<file path="src/rtl/core/quadratic_extension_dot_product_top_assert.svh">
// Assertion helpers for the dot product core.
`ifndef QUADRATIC_EXTENSION_DOT_PRODUCT_TOP_ASSERT_SVH
`define QUADRATIC_EXTENSION_DOT_PRODUCT_TOP_ASSERT_SVH

// same-cycle implication
`define QEDP_ASSERT_IMP(lbl, ck, rs, ante, cons) \
  lbl: assert property (@(posedge ck) disable iff (rs) (ante) |-> (cons)) \
    else $error("qedp assertion failed");

// next-cycle implication
`define QEDP_ASSERT_NEXT(lbl, ck, rs, ante, cons) \
  lbl: assert property (@(posedge ck) disable iff (rs) (ante) |=> (cons)) \
    else $error("qedp assertion failed");

`endif

</file>
<file path="src/rtl/core/qedp_pkg.sv">
`default_nettype none
package qedp_pkg;

  localparam int ELEM_W = 7;
  localparam int PROD_W = 14;
  localparam int WIDE_W = 16;

  typedef logic [ELEM_W-1:0] elem_t;
  typedef logic [PROD_W-1:0] prod_t;
  typedef logic [WIDE_W-1:0] wide_t;

  typedef struct packed {
    logic valid;
    logic last;
  } qedp_tag_t;

  typedef struct packed {
    logic load_a;
    logic load_b;
  } qedp_red_ctl_t;

endpackage
`default_nettype wire

</file>
<file path="src/rtl/core/quadratic_extension_dot_product_top.sv">
// Dot product over F_Q[x]/(x^2 - 3).
// Input channel (item_valid / item_stall): one element pair per transfer,
// a = a_re + a_im*x and b = b_re + b_im*x, plus last marking the final pair.
// Each pair adds a*b into two running sums, reduced exactly mod Q.
// Result channel (res_valid / res_stall): one transfer of c_re, c_im per
// item with last set; the sums then clear for the next dot product.
// Throughput: one pair per cycle, no gaps between rows, while no result stalls.
// Path of a last pair to its result: input register, product register,
// two Barrett reduction stages, then the accumulator feeding the output
// register. The product stage and the second reduction stage set the
// clock path.
// Stall: the result register holds until taken. Pairs without last keep
// flowing into the sums meanwhile; a last pair waits in the pipeline and
// stages behind it fill, after which item_stall rises.
// Reset (rst, synchronous): sums clear to zero, the pipeline empties.
`default_nettype none
module quadratic_extension_dot_product_top #(
  parameter int Q = 19
) (
  input  logic            clk,
  input  logic            rst,
  input  logic            item_valid,
  output logic            item_stall,
  input  qedp_pkg::elem_t a_re,
  input  qedp_pkg::elem_t a_im,
  input  qedp_pkg::elem_t b_re,
  input  qedp_pkg::elem_t b_im,
  input  logic            last,
  output logic            res_valid,
  input  logic            res_stall,
  output qedp_pkg::elem_t c_re,
  output qedp_pkg::elem_t c_im
);
  import qedp_pkg::*;

  logic s0_valid, s1_valid, s2_valid, s3_valid;
  logic s0_last, s1_last, s2_last, s3_last;
  logic en0, en1, en2, en3;

  elem_t s0_a_re, s0_a_im, s0_b_re, s0_b_im;
  prod_t p_rr, p_ii, p_ri, p_ir;
  wide_t s1_rr, s1_ii3, s1_ri, s1_ir;
  elem_t r_rr, r_ii, r_ri, r_ir;

  qedp_red_ctl_t red_ctl;
  qedp_tag_t     tag3;

  assign en0 = !s0_valid || en1;
  assign en1 = !s1_valid || en2;
  assign en2 = !s2_valid || en3;
  assign item_stall = !en0;

  always_ff @(posedge clk) begin
    if (rst) begin
      s0_valid <= 1'b0;
      s1_valid <= 1'b0;
      s2_valid <= 1'b0;
      s3_valid <= 1'b0;
    end else begin
      if (en0) s0_valid <= item_valid;
      if (en1) s1_valid <= s0_valid;
      if (en2) s2_valid <= s1_valid;
      if (en3) s3_valid <= s2_valid;
    end
  end

  always_ff @(posedge clk) begin
    if (en0) begin
      s0_a_re <= a_re;
      s0_a_im <= a_im;
      s0_b_re <= b_re;
      s0_b_im <= b_im;
      s0_last <= last;
    end
  end

  assign p_rr = {{ELEM_W{1'b0}}, s0_a_re} * {{ELEM_W{1'b0}}, s0_b_re};
  assign p_ii = {{ELEM_W{1'b0}}, s0_a_im} * {{ELEM_W{1'b0}}, s0_b_im};
  assign p_ri = {{ELEM_W{1'b0}}, s0_a_re} * {{ELEM_W{1'b0}}, s0_b_im};
  assign p_ir = {{ELEM_W{1'b0}}, s0_a_im} * {{ELEM_W{1'b0}}, s0_b_re};

  always_ff @(posedge clk) begin
    if (en1) begin
      s1_rr   <= {2'b00, p_rr};
      s1_ii3  <= {2'b00, p_ii} + {1'b0, p_ii, 1'b0};
      s1_ri   <= {2'b00, p_ri};
      s1_ir   <= {2'b00, p_ir};
      s1_last <= s0_last;
    end
  end

  always_ff @(posedge clk) begin
    if (en2) s2_last <= s1_last;
    if (en3) s3_last <= s2_last;
  end

  assign red_ctl.load_a = en2;
  assign red_ctl.load_b = en3;

  qedp_reduce #(.Q(Q)) u_red_rr (.clk(clk), .ctl(red_ctl), .v(s1_rr),  .r(r_rr));
  qedp_reduce #(.Q(Q)) u_red_ii (.clk(clk), .ctl(red_ctl), .v(s1_ii3), .r(r_ii));
  qedp_reduce #(.Q(Q)) u_red_ri (.clk(clk), .ctl(red_ctl), .v(s1_ri),  .r(r_ri));
  qedp_reduce #(.Q(Q)) u_red_ir (.clk(clk), .ctl(red_ctl), .v(s1_ir),  .r(r_ir));

  assign tag3.valid = s3_valid;
  assign tag3.last  = s3_last;

  qedp_accum #(.Q(Q)) u_accum (
    .clk       (clk),
    .rst       (rst),
    .tag       (tag3),
    .r_rr      (r_rr),
    .r_ii      (r_ii),
    .r_ri      (r_ri),
    .r_ir      (r_ir),
    .load      (en3),
    .res_valid (res_valid),
    .res_stall (res_stall),
    .c_re      (c_re),
    .c_im      (c_im)
  );

endmodule
`default_nettype wire

</file>
<file path="src/rtl/core/qedp_reduce.sv">
`default_nettype none
module qedp_reduce #(
  parameter int Q = 19
) (
  input  logic                    clk,
  input  qedp_pkg::qedp_red_ctl_t ctl,
  input  qedp_pkg::wide_t         v,
  output qedp_pkg::elem_t         r
);
  import qedp_pkg::*;

  // Barrett: q_est = (v * floor(2^W / Q)) >> W, off by at most one
  localparam logic [WIDE_W-1:0] RECIP = WIDE_W'((1 << WIDE_W) / Q);
  localparam logic [ELEM_W-1:0] QV    = ELEM_W'(Q);
  localparam int                BW    = PROD_W + ELEM_W;

  logic [2*WIDE_W-1:0] est;
  wide_t               v_a;
  prod_t               q_a;
  logic [BW-1:0]       back;
  logic [BW-1:0]       diff;
  logic [ELEM_W:0]     rem;
  logic [ELEM_W:0]     rem_sub;

  assign est = {{WIDE_W{1'b0}}, v} * {{WIDE_W{1'b0}}, RECIP};

  always_ff @(posedge clk) begin
    if (ctl.load_a) begin
      v_a <= v;
      q_a <= est[WIDE_W +: PROD_W];
    end
  end

  assign back    = {{ELEM_W{1'b0}}, q_a} * {{PROD_W{1'b0}}, QV};
  assign diff    = {{(BW-WIDE_W){1'b0}}, v_a} - back;
  assign rem     = diff[ELEM_W:0];
  assign rem_sub = rem - {1'b0, QV};

  always_ff @(posedge clk) begin
    if (ctl.load_b) begin
      r <= (rem >= {1'b0, QV}) ? rem_sub[ELEM_W-1:0] : rem[ELEM_W-1:0];
    end
  end

endmodule
`default_nettype wire

</file>
<file path="src/rtl/core/qedp_accum.sv">
`default_nettype none
`include "quadratic_extension_dot_product_top_assert.svh"
module qedp_accum #(
  parameter int Q = 19
) (
  input  logic                clk,
  input  logic                rst,
  input  qedp_pkg::qedp_tag_t tag,
  input  qedp_pkg::elem_t     r_rr,
  input  qedp_pkg::elem_t     r_ii,
  input  qedp_pkg::elem_t     r_ri,
  input  qedp_pkg::elem_t     r_ir,
  output logic                load,
  output logic                res_valid,
  input  logic                res_stall,
  output qedp_pkg::elem_t     c_re,
  output qedp_pkg::elem_t     c_im
);
  import qedp_pkg::*;

  localparam int                T_W   = ELEM_W + 2;
  localparam logic [T_W-1:0]    Q_ONE = T_W'(Q);
  localparam logic [T_W-1:0]    Q_TWO = T_W'(2 * Q);

  elem_t          sum_re;
  elem_t          sum_im;
  logic [T_W-1:0] t_re;
  logic [T_W-1:0] t_im;
  elem_t          n_re;
  elem_t          n_im;
  logic           out_free;
  logic           take;
  logic           held_last;

  // t < 3Q
  function automatic elem_t fold(input logic [T_W-1:0] t);
    logic [T_W-1:0] u;
    priority if (t >= Q_TWO) u = t - Q_TWO;
    else if (t >= Q_ONE)     u = t - Q_ONE;
    else                     u = t;
    return u[ELEM_W-1:0];
  endfunction

  assign t_re = {2'b00, sum_re} + {2'b00, r_rr} + {2'b00, r_ii};
  assign t_im = {2'b00, sum_im} + {2'b00, r_ri} + {2'b00, r_ir};
  assign n_re = fold(t_re);
  assign n_im = fold(t_im);

  // non-last items only touch the sums, so they never wait on the output
  assign out_free  = !res_valid || !res_stall;
  assign load      = !tag.valid || !tag.last || out_free;
  assign take      = tag.valid && load;
  assign held_last = tag.valid && tag.last && !out_free;

  always_ff @(posedge clk) begin
    if (rst) begin
      sum_re    <= '0;
      sum_im    <= '0;
      res_valid <= 1'b0;
    end else begin
      if (take) begin
        if (tag.last) begin
          sum_re <= '0;
          sum_im <= '0;
        end else begin
          sum_re <= n_re;
          sum_im <= n_im;
        end
      end
      if (out_free) begin
        res_valid <= tag.valid && tag.last;
      end
    end
  end

  always_ff @(posedge clk) begin
    if (out_free && tag.valid && tag.last) begin
      c_re <= n_re;
      c_im <= n_im;
    end
  end

  `QEDP_ASSERT_IMP(a_sum_range, clk, rst, 1'b1, sum_re < Q && sum_im < Q)
  `QEDP_ASSERT_IMP(a_res_range, clk, rst, res_valid, c_re < Q && c_im < Q)
  `QEDP_ASSERT_NEXT(a_clear_on_last, clk, rst, take && tag.last, sum_re == '0 && sum_im == '0)
  `QEDP_ASSERT_NEXT(a_held_last, clk, rst, held_last, $stable(sum_re) && $stable(sum_im))

endmodule
`default_nettype wire

</file>
<file path="config.mk">
export PLATFORM = sky130hd
export DESIGN_NAME = quadratic_extension_dot_product_top
export DESIGN_NICKNAME = d
export VERILOG_FILES = /design/src/rtl/core/qedp_pkg.sv /design/src/rtl/core/quadratic_extension_dot_product_top.sv /design/src/rtl/core/qedp_reduce.sv /design/src/rtl/core/qedp_accum.sv
export VERILOG_INCLUDE_DIRS = /design/src /design/src/rtl/core
export SDC_FILE = /design/constraint.sdc
export NUM_CORES = 2
export LEC_CHECK = 0
export BUFFER_PORTS_ARGS = -buffer_cell sky130_fd_sc_hd__buf_2
export CAP_MARGIN = 5
export CORE_UTILIZATION = 45
export DETAILED_ROUTE_END_ITERATION = 10
export PLACE_DENSITY_LB_ADDON = 0.25
export SYNTH_ARGS = -nofsm -noshare
export SYNTH_HDL_FRONTEND = slang
export SYNTH_SLANG_ARGS = --single-unit
</file>
<file path="constraint.sdc">
create_clock -name clk -period 13.1 [get_ports clk]
set_input_delay 3.93 -clock clk [delete_from_list [all_inputs] [get_ports clk]]
set_output_delay 3.93 -clock clk [all_outputs]
set_load 0.05 [all_outputs]
</file>
==> reports/results.ini <==
[yosys]
syn_nets = 3854
yosysSeqAreaShare_pct = 20.7
postSynthCellCount = 2869
synth-edff-count = 196
ys_ff_latch = 215
synthFlopType = edfxtp_1
post-synth-top-area-cell = fa_1
synthTopCellsByArea = fa_1 (27%), ha_1 (23%), edfxtp_1 (19%)
synth.distinct_cells = 74
netlist_area_um2 = 30200
synthArstFlopShare_pct = 0
syn_area_per_cell_um2 = 10.5
ys_warn_count = 0
yosysTopAreaCellShare_pct = 27.0

[clocking]
postCtsSetupRepairBufs = 0
cts_root_buf = clkbuf_16
clk_latency_ns = 0.57
clk_pin_slew_worst_paths_ns = 0.06
cts_tree = done
cts-htree-levels = 1
numCtsBuffers = 28
cts_sinks = 215
cts_resized = 0
cts_hold_buf = 0
clockBufferDepth = 3

[floorplanning]
die-area_um2 = 68200
coreArea_um2 = 66100
die_w_um = 261
start_util_pct = 45.7
row_count = 94
fp.dieH_um = 261
io_pins = 49

[worst_setup_path]
slowest_delay_ns = 0.73
path_cells = buf_2 > nand2_1 > nor2_1 > and2_1 > nand3_2 > inv_1 > buf_2
worstSetupPathType = in2out
start_kind = input port
ff2ff_path_depth = 22
critPathCaptureType = primary output
worst_path_max_delay_cell = nand3_2
cp.required_ns = 9.17
cp_common_cell = buf_2
arrival_ns = 5.78
worstPathMaxFanout = 31

[timing]
relSlewSlack_pct = 24.7
fin_crit_sh_pct = 74.1
slew_viol_final = 0
fin_crit_ns = 9.71
maxClockFrequency_mhz = 103
tightestPinTransition_ns = 1.13
hold_violations = 0
setup_viol = 0
fin_setup_tns_ns = 0
finalClockSkew_ns = 0.0184
rsz0062_at_grt = false

[drt]
detail-route-antenna-nets = 0
route.detailed.drc = 12
drt_pass1_iterations = 8
finalWirelength_mm = 56.1
post_drt_wl_per_cell_um = 14.7
vias = 19200
drt-initial-drc-count = 572
vias_per_cell = 5.04

[finish]
area_growth_pct = 7.48
drive_gt1_share_pct = 4.38
fill_cells = 6022
final_cell_mix = inv_1 (690), ha_1 (544), fa_1 (408)
multi_input_comb_area_um2 = 21300
final_nets = 3906
mostFrequentLayoutCell = inv_1
regArea_um2 = 6270

[outcome]
outcome = finished, violations left
violations = DRC

[hold_path]
min_path_cells = 0
hold_path_class = reg2reg

[grt]
grt_pass1_vias = 21100
antenna_found_initial = 2
grt_pass1_wl_mm = 98.9
grt_max_degree = 66
grt.total_usage_pct = 17.6
gr-total-overflow = 0

[placement]
dpl.hpwl_mm = 46.3
io_buffers = 48
globalplace.congestion = 0.819

[flow_run]
cap_viol_max_count = 0

cell type report:
class / instances / area share [%]
Multi-Input combinational cell: 1933 / 65.5
Sequential cell: 215 / 19.3
Inverter: 691 / 7.98
Tap cell: 864 / 3.33
Clock buffer: 41 / 2.69
Timing Repair Buffer: 52 / 0.832
Clock inverter: 11 / 0.408
Antenna cell: 1 / 0.00770
synthesized netlist by cell type (16+ instances only):
cell type,count
inv_1,691
ha_1,544
fa_1,408
edfxtp_1,196
nand2_1,139
xnor2_1,137
and2_1,117
nor2_1,95
a21oi_1,85
nor3_1,38
o21ai_0,37
xor2_1,37
a21o_1,35
clkbuf_1,30
nand3_1,25
dfxtp_1,19
nor2b_1,16
o21a_1,16
stage by stage:
stage               utilization (%)  instances  setup slack, ns  cell area (um2)  hold WS [ns]
finish                         49.2       3808             3.39            32500         0.420
global route                   49.2       3807             3.18            32500         0.432
detailed placement             47.6       3754             3.39            31500         0.409
CTS                            49.1       3806             3.39            32500         0.423
floorplan                         -       2869             3.43            30200         0.400
global placement               47.6       3754             3.42            31500         0.405
registers in the layout, summed over array words and instances (netlist names), 8 cells and up:
register	count
u_red_ri.q_a	8
u_red_ii.v_a	8
u_red_ir.q_a	8
u_red_ii.q_a	8
s1_ri	14
u_red_rr.q_a	8
s1_ir	14
u_red_rr.v_a	8
u_red_ri.v_a	8
s1_ii3	16
s1_rr	14
u_red_ir.v_a	8
cell families after synthesis:
logic type / Yosys count / synth area share, %
muxes: 18 / 0.612
and+or+nand+nor: 493 / 8.28
xor gates and xnor gates: 175 / 5.13
buffers and inverters: 721 / 8.95
DFF: 215 / 20.7
adders and majority gates: 952 / 49.5
AOI/OAI and AO/OA: 295 / 6.79
metal layers:
| layer | vias up | GRT usage, % | share of wire [%] |
|---|---|---|---|
| li1 | 9368 | - | - |
| met1 | 9560 | 23.2 | 47 |
| met2 | 188 | 31.2 | 49 |
| met3 | 68 | 2.06 | 2.5 |
| met4 | 2 | 3.54 | 1.8 |
| met5 | - | 0 | 0.023 |
critical path: cells and delay by family:
kind / cells / cell delay (ns)
and+or+nand+nor: 4 / 1.23
buffers and inverters: 3 / 0.61
worst paths after layout:
path	start	endpoint	slack [ns]
max	res_stall	item_stall	3.39
min	s1_last$_DFFE_PP_	s2_last$_DFFE_PP_	0.42
max reg2reg	s0_a_im[3]$_DFFE_PN_	s1_ii3[14]$_DFFE_PP_	6.73
min reg2reg	s1_last$_DFFE_PP_	s2_last$_DFFE_PP_	0.42
Power is not shown: default switching activity piles up to over one toggle a cycle in this logic, so the estimate is an artifact.
